--- config.mk ---
export PLATFORM = sky130hd
export DESIGN_NAME = wifi_beacon_remote_id_parser_unit
export DESIGN_NICKNAME = d
export VERILOG_FILES = /design/src/rtl/core/wbrid_pkg.sv /design/src/rtl/core/wbrid_walker.sv /design/src/rtl/core/wbrid_drain.sv /design/src/rtl/core/wifi_beacon_remote_id_parser_unit.sv
export SDC_FILE = /design/constraint.sdc
export NUM_CORES = 1
export LEC_CHECK = 0
export BUFFER_PORTS_ARGS = -buffer_cell sky130_fd_sc_hd__buf_2
export CORE_MARGIN = 3
export CORE_UTILIZATION = 46
export CTS_BUF_LIST = sky130_fd_sc_hd__clkbuf_8
export CTS_CLUSTER_DIAMETER = 120
export DETAILED_ROUTE_END_ITERATION = 12
export PLACE_DENSITY = 0.62
export SETUP_SLACK_MARGIN = 0.5
export SLEW_MARGIN = 20
export SYNTH_ARGS = -nofsm -noshare
export SYNTH_HDL_FRONTEND = slang
export SYNTH_SLANG_ARGS = --single-unit
--- constraint.sdc ---
create_clock -name clk_i -period 30.2 [get_ports clk_i]
set_input_delay 3.02 -clock clk_i [delete_from_list [all_inputs] [get_ports clk_i]]
set_output_delay 3.02 -clock clk_i [all_outputs]
set_load 0.005 [all_outputs]
--- src/rtl/core/wbrid_pkg.sv ---
// Shared types and constants of the beacon Remote ID parser.
package wbrid_pkg;

  localparam int unsigned HdrFixedBytes = 36;
  localparam int unsigned FcsBytes      = 4;
  localparam int unsigned MinFrameBytes = 40;
  localparam int unsigned AddrFirstPos  = 10;
  localparam int unsigned AddrLastPos   = 15;
  localparam int unsigned PosMax        = 4095;

  localparam logic [7:0] IdSsid      = 8'h00;
  localparam logic [7:0] IdVendor    = 8'hDD;
  localparam logic [7:0] VendorType  = 8'h0D;
  localparam logic [7:0] Oui0        = 8'hFA;
  localparam logic [7:0] Oui1        = 8'h0B;
  localparam logic [7:0] Oui2        = 8'hBC;
  localparam logic [7:0] PrintLow    = 8'h20;
  localparam logic [7:0] PrintEnd    = 8'h7F;
  localparam logic [7:0] SubstChar   = 8'h2E;
  localparam logic [1:0] FcTypeMgmt  = 2'd0;
  localparam logic [3:0] SubBeacon   = 4'd8;
  localparam logic [3:0] SubProbeRsp = 4'd5;
  localparam logic [7:0] VendorHdrLen = 8'd4;

  typedef struct packed {
    logic [7:0]        frame_byte;
    logic [11:0]       frame_length;
    logic              is_mgmt_packet;
    logic signed [7:0] signal_strength;
    logic [3:0]        radio_channel;
    logic              end_of_frame;
  } wbrid_in_t;

  typedef struct packed {
    logic [47:0]       source_address;
    logic signed [7:0] signal_level;
    logic [3:0]        channel_number;
    logic              remote_id_seen;
    logic [5:0]        name_length;
    logic [7:0]        name_char;
    logic [31:0]       accepted_count;
    logic [31:0]       packets_count;
    logic              last_of_run;
  } wbrid_out_t;

  // Per-frame summary handed from the walker to the drain side.
  typedef struct packed {
    logic              bank;
    logic [47:0]       address;
    logic signed [7:0] level;
    logic [3:0]        channel;
    logic              rid_hit;
    logic [5:0]        name_count;
    logic [31:0]       accepted;
    logic [31:0]       offered;
  } wbrid_sum_t;

  // Expected vendor body byte: OUI then type.
  function automatic logic [7:0] vendor_byte(logic [1:0] k);
    logic [7:0] v;
    unique case (k)
      2'd0:    v = Oui0;
      2'd1:    v = Oui1;
      2'd2:    v = Oui2;
      default: v = VendorType;
    endcase
    return v;
  endfunction

  function automatic logic [7:0] sanitise(logic [7:0] b);
    return (b >= PrintLow && b < PrintEnd) ? b : SubstChar;
  endfunction

endpackage

--- src/rtl/core/wbrid_walker.sv ---
// Per-byte frame classification, address latch and tagged element walk.
module wbrid_walker import wbrid_pkg::*; #(
  parameter int unsigned NAME_MAX = 32
) (
  input  logic                                   clk_i,
  input  logic                                   rst_ni,
  input  logic                                   fire_i,
  input  wbrid_in_t                              in_i,
  output logic                                   wr_en_o,
  output logic [((NAME_MAX > 1) ? $clog2(NAME_MAX) : 1):0] wr_addr_o,
  output logic [7:0]                             wr_data_o,
  output logic                                   sum_valid_o,
  output wbrid_sum_t                             sum_o
);

  localparam int unsigned IdxW = (NAME_MAX > 1) ? $clog2(NAME_MAX) : 1;

  typedef enum logic [1:0] {
    PH_ID,
    PH_LEN,
    PH_BODY
  } phase_e;

  phase_e            phase_q, phase_d;
  logic [11:0]       pos_q, pos_d;
  logic              rej_q, rej_d;
  logic              stop_q, stop_d;
  logic [7:0]        eid_q, eid_d;
  logic [7:0]        remain_q, remain_d;
  logic [7:0]        body_q, body_d;
  logic              vmatch_q, vmatch_d;
  logic [5:0]        ncnt_q, ncnt_d;
  logic              rid_q, rid_d;
  logic [47:0]       addr_q, addr_d;
  logic signed [7:0] level_q, level_d;
  logic [3:0]        chan_q, chan_d;
  logic [31:0]       acc_q, acc_d;
  logic [31:0]       off_q, off_d;
  logic              bank_q, bank_d;

  logic [7:0]  b;
  logic [11:0] flen;
  logic [11:0] ie_end;
  logic        walk;
  logic        fresh_rej;
  logic        frame_ok;
  logic [12:0] elem_end;

  assign b    = in_i.frame_byte;
  assign flen = in_i.frame_length;
  assign ie_end = (flen >= 12'(FcsBytes)) ? flen - 12'(FcsBytes) : 12'd0;
  assign elem_end = {1'b0, pos_q} + 13'd1 + {5'b0, b};
  assign fresh_rej = !in_i.is_mgmt_packet || flen < 12'(MinFrameBytes) ||
                     b[3:2] != FcTypeMgmt || (b[7:4] != SubBeacon && b[7:4] != SubProbeRsp);

  always_comb begin
    phase_d   = phase_q;
    pos_d     = pos_q;
    rej_d     = rej_q;
    stop_d    = stop_q;
    eid_d     = eid_q;
    remain_d  = remain_q;
    body_d    = body_q;
    vmatch_d  = vmatch_q;
    ncnt_d    = ncnt_q;
    rid_d     = rid_q;
    addr_d    = addr_q;
    level_d   = level_q;
    chan_d    = chan_q;
    acc_d     = acc_q;
    off_d     = off_q;
    bank_d    = bank_q;
    wr_en_o   = 1'b0;
    wr_addr_o = {bank_q, body_q[IdxW-1:0]};
    wr_data_o = sanitise(b);
    sum_valid_o = 1'b0;
    frame_ok  = 1'b0;
    walk      = 1'b0;

    if (fire_i) begin
      // First byte: classify and clear per-frame state.
      if (pos_q == 12'd0) begin
        rej_d    = fresh_rej;
        stop_d   = 1'b0;
        phase_d  = PH_ID;
        eid_d    = '0;
        remain_d = '0;
        body_d   = '0;
        vmatch_d = 1'b0;
        ncnt_d   = '0;
        rid_d    = 1'b0;
        addr_d   = '0;
        level_d  = in_i.signal_strength;
        chan_d   = in_i.radio_channel;
      end

      if (!rej_d && pos_q >= 12'(AddrFirstPos) && pos_q <= 12'(AddrLastPos)) begin
        addr_d = {addr_q[39:0], b};
      end

      walk = !rej_d && !stop_q && pos_q >= 12'(HdrFixedBytes) && pos_q < ie_end;
      if (walk) begin
        unique case (phase_q)
          PH_ID: begin
            eid_d   = b;
            phase_d = PH_LEN;
          end
          PH_LEN: begin
            if (elem_end > {1'b0, ie_end}) begin
              stop_d = 1'b1;
            end else begin
              remain_d = b;
              body_d   = '0;
              vmatch_d = (eid_q == IdVendor) && (b >= VendorHdrLen);
              if (eid_q == IdSsid) begin
                ncnt_d = (b < 8'(NAME_MAX)) ? b[5:0] : 6'(NAME_MAX);
              end
              phase_d = (b == 8'd0) ? PH_ID : PH_BODY;
            end
          end
          default: begin
            if (eid_q == IdSsid) begin
              wr_en_o = body_q < 8'(NAME_MAX);
            end else if (vmatch_q && body_q < VendorHdrLen) begin
              if (b != vendor_byte(body_q[1:0])) begin
                vmatch_d = 1'b0;
              end else if (body_q[1:0] == 2'd3) begin
                rid_d = 1'b1;
              end
            end
            body_d   = body_q + 8'd1;
            remain_d = remain_q - 8'd1;
            if (remain_q == 8'd1) begin
              phase_d = PH_ID;
            end
          end
        endcase
      end

      if (in_i.end_of_frame) begin
        off_d = off_q + 32'd1;
        pos_d = '0;
        frame_ok = !rej_d && ({1'b0, pos_q} + 13'd1 == {1'b0, flen});
        if (frame_ok) begin
          acc_d       = acc_q + 32'd1;
          sum_valid_o = 1'b1;
          // The drain reads this bank; the next frame writes the other.
          bank_d      = ~bank_q;
        end
      end else begin
        pos_d = (pos_q == 12'(PosMax)) ? pos_q : pos_q + 12'd1;
      end
    end
  end

  always_comb begin
    sum_o.bank       = bank_q;
    sum_o.address    = addr_d;
    sum_o.level      = level_d;
    sum_o.channel    = chan_d;
    sum_o.rid_hit    = rid_d;
    sum_o.name_count = ncnt_d;
    sum_o.accepted   = acc_d;
    sum_o.offered    = off_d;
  end

  always_ff @(posedge clk_i or negedge rst_ni) begin
    if (!rst_ni) begin
      phase_q  <= PH_ID;
      pos_q    <= '0;
      rej_q    <= 1'b0;
      stop_q   <= 1'b0;
      eid_q    <= '0;
      remain_q <= '0;
      body_q   <= '0;
      vmatch_q <= 1'b0;
      ncnt_q   <= '0;
      rid_q    <= 1'b0;
      addr_q   <= '0;
      level_q  <= '0;
      chan_q   <= '0;
      acc_q    <= '0;
      off_q    <= '0;
      bank_q   <= 1'b0;
    end else begin
      phase_q  <= phase_d;
      pos_q    <= pos_d;
      rej_q    <= rej_d;
      stop_q   <= stop_d;
      eid_q    <= eid_d;
      remain_q <= remain_d;
      body_q   <= body_d;
      vmatch_q <= vmatch_d;
      ncnt_q   <= ncnt_d;
      rid_q    <= rid_d;
      addr_q   <= addr_d;
      level_q  <= level_d;
      chan_q   <= chan_d;
      acc_q    <= acc_d;
      off_q    <= off_d;
      bank_q   <= bank_d;
    end
  end

endmodule

--- src/rtl/core/wbrid_drain.sv ---
// Double-banked SSID store and the result drain with its output register.
module wbrid_drain import wbrid_pkg::*; #(
  parameter int unsigned NAME_MAX = 32
) (
  input  logic                                   clk_i,
  input  logic                                   rst_ni,
  input  logic                                   wr_en_i,
  input  logic [((NAME_MAX > 1) ? $clog2(NAME_MAX) : 1):0] wr_addr_i,
  input  logic [7:0]                             wr_data_i,
  input  logic                                   sum_valid_i,
  input  wbrid_sum_t                             sum_i,
  output logic                                   busy_o,
  output logic                                   out_valid_o,
  input  logic                                   out_stall_i,
  output wbrid_out_t                             out_o
);

  localparam int unsigned IdxW  = (NAME_MAX > 1) ? $clog2(NAME_MAX) : 1;
  localparam int unsigned Depth = 2 * (1 << IdxW);

  logic [7:0]  mem [Depth];
  logic [7:0]  rdata_q;
  wbrid_sum_t  sum_q;
  logic [5:0]  rd_idx_q;
  logic [5:0]  cnt_q;
  logic        s1_valid_q;
  logic        s1_last_q;
  logic        out_valid_q;
  wbrid_out_t  out_q;

  logic issuing;
  logic out_ready;
  logic move;
  logic rd_en;

  assign issuing   = rd_idx_q != cnt_q;
  assign out_ready = !out_valid_q || !out_stall_i;
  assign move      = s1_valid_q && out_ready;
  assign rd_en     = issuing && (!s1_valid_q || move);
  assign busy_o    = issuing || s1_valid_q;

  // Writer and reader always sit on opposite banks.
  always_ff @(posedge clk_i) begin
    if (wr_en_i) begin
      mem[wr_addr_i] <= wr_data_i;
    end
    if (rd_en) begin
      rdata_q <= mem[{sum_q.bank, rd_idx_q[IdxW-1:0]}];
    end
  end

  always_ff @(posedge clk_i or negedge rst_ni) begin
    if (!rst_ni) begin
      rd_idx_q    <= '0;
      cnt_q       <= '0;
      s1_valid_q  <= 1'b0;
      s1_last_q   <= 1'b0;
      out_valid_q <= 1'b0;
    end else begin
      if (sum_valid_i) begin
        rd_idx_q <= '0;
        cnt_q    <= (sum_i.name_count == 6'd0) ? 6'd1 : sum_i.name_count;
      end else if (rd_en) begin
        rd_idx_q <= rd_idx_q + 6'd1;
      end
      if (rd_en) begin
        s1_valid_q <= 1'b1;
        s1_last_q  <= (rd_idx_q + 6'd1) == cnt_q;
      end else if (move) begin
        s1_valid_q <= 1'b0;
      end
      if (move) begin
        out_valid_q <= 1'b1;
      end else if (!out_stall_i) begin
        out_valid_q <= 1'b0;
      end
    end
  end

  // Snapshot only changes while idle, so it still matches the read in flight.
  always_ff @(posedge clk_i) begin
    if (sum_valid_i) begin
      sum_q <= sum_i;
    end
    if (move) begin
      out_q.source_address <= sum_q.address;
      out_q.signal_level   <= sum_q.level;
      out_q.channel_number <= sum_q.channel;
      out_q.remote_id_seen <= sum_q.rid_hit;
      out_q.name_length    <= sum_q.name_count;
      out_q.name_char      <= (sum_q.name_count == 6'd0) ? 8'd0 : rdata_q;
      out_q.accepted_count <= sum_q.accepted;
      out_q.packets_count  <= sum_q.offered;
      out_q.last_of_run    <= s1_last_q;
    end
  end

  assign out_valid_o = out_valid_q;
  assign out_o       = out_q;

endmodule

--- src/rtl/core/wifi_beacon_remote_id_parser_unit.sv ---
// Beacon and probe-response element parser with Remote ID detection.
//
// Input channel: one frame byte per word with the frame length, the
// management class, signal level and channel, and an end-of-frame mark.
// Output channel: one word per kept SSID character (or a single word when
// no SSID was kept) after the final byte of an accepted frame; the last
// word of a frame carries last_of_run.
// Throughput: one input byte per cycle while no final byte is held;
// results leave at one per cycle while the receiver does not stall.
// The SSID lives in a two-bank memory: one bank fills with the frame being
// received while the other is read out for the previous frame, so the
// next frame streams in during the read-out. The final byte of a frame is
// held (in_stall_o) only while the previous frame's results are still
// being read from the memory: when the output side stalls, or when a frame
// shorter than that read-out follows.
// A receiver stall holds the output word and backs up into the read-out.
// Reset clears the counters, the walk state and the output valid; the
// SSID memory needs no clearing since only bytes written in the current
// frame are read.
module wifi_beacon_remote_id_parser_unit import wbrid_pkg::*; #(
  parameter int unsigned NAME_MAX = 32
) (
  input  logic       clk_i,
  input  logic       rst_ni,
  input  logic       in_valid_i,
  output logic       in_stall_o,
  input  wbrid_in_t  in_i,
  output logic       out_valid_o,
  input  logic       out_stall_i,
  output wbrid_out_t out_o
);

  localparam int unsigned IdxW = (NAME_MAX > 1) ? $clog2(NAME_MAX) : 1;

  logic            fire;
  logic            busy;
  logic            wr_en;
  logic [IdxW:0]   wr_addr;
  logic [7:0]      wr_data;
  logic            sum_valid;
  wbrid_sum_t      sum;

  assign in_stall_o = busy && in_valid_i && in_i.end_of_frame;
  assign fire       = in_valid_i && !in_stall_o;

  wbrid_walker #(
    .NAME_MAX (NAME_MAX)
  ) u_walker (
    .clk_i       (clk_i),
    .rst_ni      (rst_ni),
    .fire_i      (fire),
    .in_i        (in_i),
    .wr_en_o     (wr_en),
    .wr_addr_o   (wr_addr),
    .wr_data_o   (wr_data),
    .sum_valid_o (sum_valid),
    .sum_o       (sum)
  );

  wbrid_drain #(
    .NAME_MAX (NAME_MAX)
  ) u_drain (
    .clk_i       (clk_i),
    .rst_ni      (rst_ni),
    .wr_en_i     (wr_en),
    .wr_addr_i   (wr_addr),
    .wr_data_i   (wr_data),
    .sum_valid_i (sum_valid),
    .sum_i       (sum),
    .busy_o      (busy),
    .out_valid_o (out_valid_o),
    .out_stall_i (out_stall_i),
    .out_o       (out_o)
  );

endmodule

[Word-level counts from Yosys, hierarchy flattened]
Memories as Yosys holds them, arrays and structs flattened. A register that Yosys moved wholly into a read port is not among the register bits.
Index checks and enable logic that the tools add are counted.
Storage, ports and cells
  flip-flop bits (word level): 460
  latch bits: 0
  RAM bits: 512
  memory bits (read-only): 0
  output and inout bits: 142
  memories: 1
Cells by class
  add/subtract/negate cells: 9
  $mul: 0
  div/mod/pow operators: 0
  $lt $le $gt $ge: 13
  equal/unequal tests: 15
  shifts and indexed selects: 0
  multiplexer cells: 83
  bitwise logic cells: 1
  reductions and logical operators: 41
Memory list
  u_drain.mem: words 64, bits a word 8, read ports 1, clocked after memory_dff 1, write ports 1, line wbrid_drain.sv:21  | logic [7:0] mem [Depth];
Operator list (count)
  two-way mux 32 bit: 5
  two-way mux 48 bit: 3
  two-way mux 8 bit: 17
  adder 32 x 1 -> 32 bit (second input constant): 2
  two-way mux 6 bit: 10
  two-way mux 12 bit: 3
  two-way mux 1 bit: 33
  one-hot mux 8 bit (2 select lines): 2
  one-hot mux 8 bit (3 select lines): 1
  logical NOT 8 bit: 2
  < comparator 8 x 6 -> 1 bit (second input constant): 2
  logical AND 1 bit: 15
  adder 12 x 1 -> 13 bit (second input constant): 1
  adder 13 x 8 -> 13 bit: 1
  equality test 13 x 12 -> 1 bit: 1
  greater-than comparator 13 x 12 -> 1 bit: 1
  adder 12 x 1 -> 12 bit (second input constant): 1
  equality test 12 bit (second input constant): 1
  greater-or-equal comparator 12 x 3 -> 1 bit (second input constant): 1
  greater-or-equal comparator 12 x 4 -> 1 bit (second input constant): 1
  greater-or-equal comparator 12 x 6 -> 1 bit (second input constant): 1
  <= comparator 12 x 4 -> 1 bit (second input constant): 1
  logical NOT 12 bit: 1
  logical NOT 6 bit: 2
  33 further kinds: 54

[Logic depth before layout (Yosys ltp)]
  word-level depth: 20
  gate-level depth with buffers: 21
  mapped depth without buffers: 19

[Cells and area by module]
A second synthesis with hierarchy kept.
Second synthesis, totals
  cells, all modules: 2303
  area, all modules: 39183.8 µm²
Modules (own cells, without submodules)
  wbrid_drain: instances 1, cells an instance 1299, area each 29246.8 µm²
  wbrid_walker: instances 1, cells an instance 1002, area each 9919.5 µm²
  wifi_beacon_remote_id_parser_unit: instances 1, cells an instance 2, area each 17.5 µm²

[Least setup slack after synthesis]
Ideal clock, no wire load.
  kind: input to register
  start point: input port out_stall_i
  end point: register u_drain.out_q (netlist bit u_drain.out_o[0]) (enable)
  data arrival time: 13132 ps
  data required time: 29349 ps
  setup slack: 16217 ps
  stages on the path: 1
  buffers on the path: 0
  cell sequence: a21boi_0
Between the ends
  cells in the longest elaborated chain, start to end: 3
Ends and longest elaborated chain
  from (decl): line wifi_beacon_remote_id_parser_unit.sv:29  | input logic out_stall_i,
  logical NOT 1 bit: line wbrid_drain.sv:37  | assign out_ready = !out_valid_q || !out_stall_i;
  logical OR 1 bit: line wbrid_drain.sv:37
  logical AND 1 bit: line wbrid_drain.sv:38  | assign move = s1_valid_q && out_ready;
  to (decl): line wbrid_drain.sv:29  | wbrid_out_t out_q;
No other way between the ends.
A chain may end at the register's enable or synchronous reset.

[Worst setup path after layout]
  start point: input port in_i[16] (netlist name)
  end point: memory u_drain.mem[19][0] (enable)
Between the ends
  cells in the longest elaborated chain, start to end: 14
Ends and longest elaborated chain
  from (decl): line wifi_beacon_remote_id_parser_unit.sv:27  | input wbrid_in_t in_i,
  branches (longest 9 deep; another with subtractor 12 x 3 -> 12 bit)
  logical AND 1 bit (*): line wbrid_walker.sv:101  | walk = !rej_d && !stop_q && pos_q >= 12'(HdrFixedBytes) && pos_q < ie_end;
  two-way mux 1 bit (*): line wbrid_walker.sv:102  | if (walk) begin
  two-way mux 1 bit (*): line wbrid_walker.sv:80  | if (fire_i) begin
  two-way mux 1 bit (*): line wbrid_drain.sv:44  | if (wr_en_i) begin
  two-way mux 1 bit (not written as such) (*): line wbrid_drain.sv:45  | mem[wr_addr_i] <= wr_data_i;
  to (decl): line wbrid_drain.sv:21
Mark *: on every way between the ends. The select of a mux whose other input is x is not followed.

==> impl_summary.md <==
Place
The number of port buffers is 179. The HPWL after detailed placement is roughly 55 mm. The congestion estimate from routability-driven global placement came to around 0.9.

In this run, placement finished with an instance count of 3528.

Yosys
The average cell area after synthesis is between 15 and 20 um2. The most used flip-flop cell after synthesis is sky130_fd_sc_hd__edfxtp_1. For this run, the number of Yosys warnings is 0. The count of distinct cell types in the synthesized netlist is between 70 and 80. The synthesized design contains 980 register bits.

Yosys mapped a number of flops with a built-in enable equal to about 800. In the synthesized netlist, the number of instances is ~2.2k. The sequential area share after synthesis is about three quarters. The synthesized area is 38890 um2. The post-synthesis async set-or-reset flop share is a little under a fifth.

Critical path
The longest individual stage delay on the worst path is 0.93 ns. The slack of the worst reg-to-reg path is around 24 ns. STA puts the critical path data arrival time at approximately 8.5 ns. By startpoint and endpoint, the worst setup path is classified as input pin to flop. The critical path depth in cells is 16. The count of buffering cells on the critical path with inverters included is 2.

The cell family with the largest share of critical-path delay is simple AND/OR/NAND/NOR gates. Of all nets on the critical path, the largest fanout is 17. The destination of the worst register-to-register timing path is u_walker.body_q[2]$_DFFE_PN0P_. Tracing the worst setup path back leads to its startpoint at in_i[16].

The sort of element at the start of the critical path is an input pin. In this run the critical register-to-register path is launched from u_walker.pos_q[0]$_DFFE_PN0P_. The data required time at the worst endpoint is just over 30 ns.

The signal on the critical path passes through buf_2, inv_1, ha_1, nor3b_1, nand3_1, a21o_1, o21ai_0, ha_1, a211o_1, o211ai_1, a31oi_1, nor4_4, nand2_1, nor2_1, nand4b_1, nor2_1. Among all stages on the critical path, the largest delay is contributed by sky130_fd_sc_hd__nor2_1. The endpoint class of the critical path is a flop. The critical path endpoint is u_drain.mem[19][0]$_DFFE_PP_. The number of cells traversed by the worst register-to-register path is 18.

GRT
The via count of the first global-routing pass came to about 22k. The wire length of the first global-routing pass is about 140 mm. The initial antenna violation count is 4. The remaining global-route overflow is 0.

The overall fraction of global-route tracks in use is just over 20%. Entering global routing, the biggest net connects about 140 pins.

Drt
The average vias per placed instance is roughly 5.5. The routed via count is 20.97k. The detailed router finished its first iteration with ~2k violations.

The number of iterations in the first detailed-routing pass is 5. In the routed design, unresolved DRC markers number 0. Once detail routing completed, the nets flagged for antenna violations numbered 0.

The sum of routed wire length over all layers is 88.96 mm. The final routed wire length divided by cell count is ~23 um.

Finish
The post-route netlist has between 20 and 25% of its cells at a drive strength greater than 1. The register area is 28500 um2. After the last flow step, the layout net total stands at between 2k and 3k. The filler cells instantiated in the layout total about 6.7k.

Compared with the post-synthesis result, the final layout area differs by 13.80%. Once layout is complete, the utilization of the core stands at 52.88%. The combined area of the multi-input logic cells is between 10000 and 15000 um2. Excluding fillers, the count of instances in the completed layout stands at about 3.8k.

Die
The core region is about 84000 um2. The overall die area is between 80000 and 90000 um2. Once the floorplan was initialized, standard cells occupied between 40% and 50% of the core. Measured along the x axis, the die boundary spans slightly below 300 um.

The row count is approximately 110. The vertical die dimension is between 200 and 300 um. 180 I/O pins were placed.

CTS
The TritonCTS clock tree is done. The H-tree was split into 4 levels. The longest clock path from root to sink contains 3 buffers. In this run, post-CTS repair resized a total of 0 instances. In this run the clock root is driven by a sky130_fd_sc_hd__clkbuf_8.

Clock-pin slew was measured on the worst setup and hold paths at about 0.060 ns. CTS saw ~1000 sinks. Once the clock tree was built, the setup fixing pass inserted 0 buffers. The number of hold buffers added after CTS was 0. The number of clock buffers added by TritonCTS is 155. The clock latency reported for the late side of the worst-skew pair is 0.80 ns.

STA
Setup repair after global routing left no endpoint under its margin. The number of hold violations in the final report is 0. The final count of negative-setup-slack endpoints is 0. The final period demand of the worst path is 8.123 ns. The number of max-slew violations in the final report is 0. The measured slew at the worst slew-check pin is between 1 and 1.5 ns. The setup skew after layout is 0.04685 ns.

The top achievable clock speed is between 100 and 150 MHz. Headroom to the max-slew limit came out at around 28%. Of the available clock period, the critical path in the final layout requires about 27%. Adding up every negative setup slack in the final design gives 0 ns.

Pwr
The power share of the sequential group is about half. The switching power is approximately 0.00085 W. IR analysis of the VDD net gives a maximum drop of 0.00004352 V. The total power divided by cell area is 71.84 nW/um2. The proportion of power drawn by the clock network is approximately a third. Summed over all cells, the static leakage comes to 16.26 nW. The internal portion of the total power is 0.002325 W. The switching share of total power is 26.86%. The fraction of power consumed by combinational cells is 17.0%.

Flow run
Max-cap violations in this run came to 0.

Outcome
The flow ran to the end, and the final reports show no timing, DRC or antenna violations.

Min path
The class of the most critical hold timing path is flop to flop.
-- metal layers --
layer,vias up,share of wire [%],GRT usage [%]
met4,0,2.4,6.656
met1,10680,42,27.95
met2,873,48,32.33
met5,-,0,0
li1,9267,-,-
met3,154,7.1,4.576
-- worst register-to-register path: stages (launching register included) --
cell and delay (ns):
sky130_fd_sc_hd__dfrtp_1 0.57, sky130_fd_sc_hd__ha_1 0.39, sky130_fd_sc_hd__nand3_1 0.40, sky130_fd_sc_hd__o21ai_0 0.46, sky130_fd_sc_hd__nand2_1 0.18, sky130_fd_sc_hd__ha_1 0.41, sky130_fd_sc_hd__and4_1 0.23, sky130_fd_sc_hd__a21o_1 0.21
sky130_fd_sc_hd__a21boi_0 0.34, sky130_fd_sc_hd__xnor2_1 0.17, sky130_fd_sc_hd__ha_1 0.26, sky130_fd_sc_hd__a21o_1 0.16, sky130_fd_sc_hd__a21oi_1 0.28, sky130_fd_sc_hd__nand3b_1 0.13, sky130_fd_sc_hd__o21ai_1 0.17, sky130_fd_sc_hd__buf_4 0.25
sky130_fd_sc_hd__nand3_1 0.15, sky130_fd_sc_hd__a41oi_1 0.80, sky130_fd_sc_hd__a31oi_1 0.20
-- Yosys cell counts, types with 3 or more instances --
| master | instances | share of area, % |
|---|---|---|
| sky130_fd_sc_hd__and2_1 | 24 | 0.39 |
| sky130_fd_sc_hd__or4_1 | 5 | 0.097 |
| sky130_fd_sc_hd__a21oi_1 | 35 | 0.45 |
| sky130_fd_sc_hd__nor2b_1 | 3 | 0.048 |
| sky130_fd_sc_hd__mux4_2 | 168 | 9.7 |
| sky130_fd_sc_hd__mux2_2 | 19 | 0.55 |
| sky130_fd_sc_hd__xor2_1 | 42 | 0.95 |
| sky130_fd_sc_hd__nand3_1 | 42 | 0.54 |
| sky130_fd_sc_hd__a211oi_1 | 3 | 0.058 |
| sky130_fd_sc_hd__nand2_1 | 202 | 1.9 |
| sky130_fd_sc_hd__nor3_1 | 22 | 0.28 |
| sky130_fd_sc_hd__a21o_1 | 11 | 0.21 |
| sky130_fd_sc_hd__or3_1 | 9 | 0.14 |
| sky130_fd_sc_hd__nand2b_1 | 9 | 0.14 |
| sky130_fd_sc_hd__a22o_1 | 9 | 0.20 |
| sky130_fd_sc_hd__clkbuf_1 | 64 | 0.62 |
| sky130_fd_sc_hd__or2_2 | 3 | 0.048 |
| sky130_fd_sc_hd__and4_1 | 11 | 0.25 |
| sky130_fd_sc_hd__nor4_2 | 3 | 0.097 |
| sky130_fd_sc_hd__o21ai_0 | 82 | 1.1 |
| sky130_fd_sc_hd__o21ai_1 | 5 | 0.064 |
| sky130_fd_sc_hd__o211ai_1 | 4 | 0.077 |
| sky130_fd_sc_hd__and3_1 | 21 | 0.34 |
| sky130_fd_sc_hd__dfrtp_1 | 188 | 12 |
| sky130_fd_sc_hd__nor2_1 | 126 | 1.2 |
| sky130_fd_sc_hd__a41oi_1 | 4 | 0.090 |
| sky130_fd_sc_hd__buf_1 | 20 | 0.19 |
| sky130_fd_sc_hd__edfxtp_1 | 792 | 61 |
| sky130_fd_sc_hd__nand3b_1 | 10 | 0.19 |
| sky130_fd_sc_hd__a22oi_1 | 5 | 0.097 |
| sky130_fd_sc_hd__xnor2_1 | 77 | 1.7 |
| sky130_fd_sc_hd__nor4_4 | 3 | 0.16 |
| sky130_fd_sc_hd__a31oi_1 | 14 | 0.23 |
| sky130_fd_sc_hd__o31ai_1 | 12 | 0.23 |
| sky130_fd_sc_hd__xnor3_1 | 3 | 0.17 |
| sky130_fd_sc_hd__buf_2 | 23 | 0.30 |
| sky130_fd_sc_hd__nor3b_1 | 3 | 0.058 |
| sky130_fd_sc_hd__nand4_1 | 24 | 0.39 |
| sky130_fd_sc_hd__nor4_1 | 17 | 0.27 |
| sky130_fd_sc_hd__inv_1 | 25 | 0.24 |
| sky130_fd_sc_hd__ha_1 | 47 | 1.5 |
| sky130_fd_sc_hd__mux2i_1 | 10 | 0.26 |
-- through the flow --
step                      worst slack (ns)  instance area [um2]  total power, W  hold WS [ns]
final                                22.08                44260        0.003180        0.4091
after detailed placement             21.44                41210        0.002135        0.4045
after global routing                 21.79                44250        0.003318        0.4181
after floorplan                      16.22                39130        0.001973        0.4003
after global placement               21.64                41210        0.002128        0.4023
after CTS                            22.28                44190        0.003215        0.4046
-- state kept, by name (all words and copies together), names as in the netlist, 8 cells and up --
register / count
u_walker.acc_q: 32
u_walker.addr_q: 48
u_walker.body_q: 8
u_walker.eid_q: 8
u_walker.off_q: 32
u_walker.level_q: 8
u_walker.pos_q: 12
u_drain.out_o: 140
u_drain.mem: 512
u_walker.remain_q: 8
u_drain.rdata_q: 8
u_drain.sum_q: 132
-- kinds of logic after synthesis --
| family | after synthesis | synth area share, % |
|---|---|---|
| flip-flops | 980 | 73.25 |
| AND/OR/NAND/NOR | 553 | 7.010 |
| multiplexers | 198 | 10.57 |
| buffers and inverters | 132 | 1.348 |
| AO/OA/AOI/OAI | 211 | 3.401 |
| XOR/XNOR | 122 | 2.854 |
| other | 1 | 0.009642 |
| adder cells (fa/ha/maj) | 48 | 1.564 |
-- cells in the final DEF (no fill, tap or decap), types with 25 or more instances in the layout --
master                     count
sky130_fd_sc_hd__nand3_1      42
sky130_fd_sc_hd__clkinv_1     25
sky130_fd_sc_hd__edfxtp_1    792
sky130_fd_sc_hd__dfrtp_1     185
sky130_fd_sc_hd__o21ai_0      82
sky130_fd_sc_hd__a21oi_1      35
sky130_fd_sc_hd__mux4_2      168
sky130_fd_sc_hd__ha_1         47
sky130_fd_sc_hd__nand2_1     199
sky130_fd_sc_hd__xnor2_1      77
sky130_fd_sc_hd__inv_1        78
sky130_fd_sc_hd__nor2_1      126
sky130_fd_sc_hd__xor2_1       42
sky130_fd_sc_hd__conb_1       64
sky130_fd_sc_hd__clkbuf_8    165
sky130_fd_sc_hd__buf_2       178
-- final cells by class --
class / count / area share [%]
Tap cell: 1134 / 3.206
Clock buffer: 164 / 5.100
Sequential cell: 980 / 64.39
Inverter: 25 / 0.2120
Multi-Input combinational cell: 1196 / 22.99
Clock inverter: 113 / 1.640
Timing Repair Buffer: 195 / 2.443
Antenna cell: 3 / 0.01696
-- power groups by stage --
stage | Sequential, W | Clock, W | Combinational [W]
2_1_floorplan | 0.00157 | 0 | 0.000404
3_3_place_gp | 0.00159 | 0 | 0.000535
3_5_place_dp | 0.00159 | 0 | 0.000542
4_1_cts | 0.00157 | 0.00110 | 0.000545
5_1_grt | 0.00157 | 0.00117 | 0.000577
6_report | 0.00157 | 0.00107 | 0.000540
-- worst min path at each step --
stage	start	end	slack (ns)	cells after the start
3_5_place_dp	u_drain.sum_q[110]$_DFFE_PP_	u_drain.out_o[119]$_DFFE_PP_	0.40	0
5_1_grt	u_drain.sum_q[28]$_DFFE_PP_	u_drain.out_o[29]$_DFFE_PP_	0.42	0
4_1_cts	u_drain.sum_q[122]$_DFFE_PP_	u_drain.out_o[131]$_DFFE_PP_	0.40	0
3_3_place_gp	u_drain.sum_q[71]$_DFFE_PP_	u_drain.out_o[80]$_DFFE_PP_	0.40	0
2_1_floorplan	u_drain.sum_q[91]$_DFFE_PP_	u_drain.out_o[100]$_DFFE_PP_	0.40	0
6_report	u_drain.sum_q[42]$_DFFE_PP_	u_drain.out_o[43]$_DFFE_PP_	0.41	0
(Power assumes the default switching activity.)
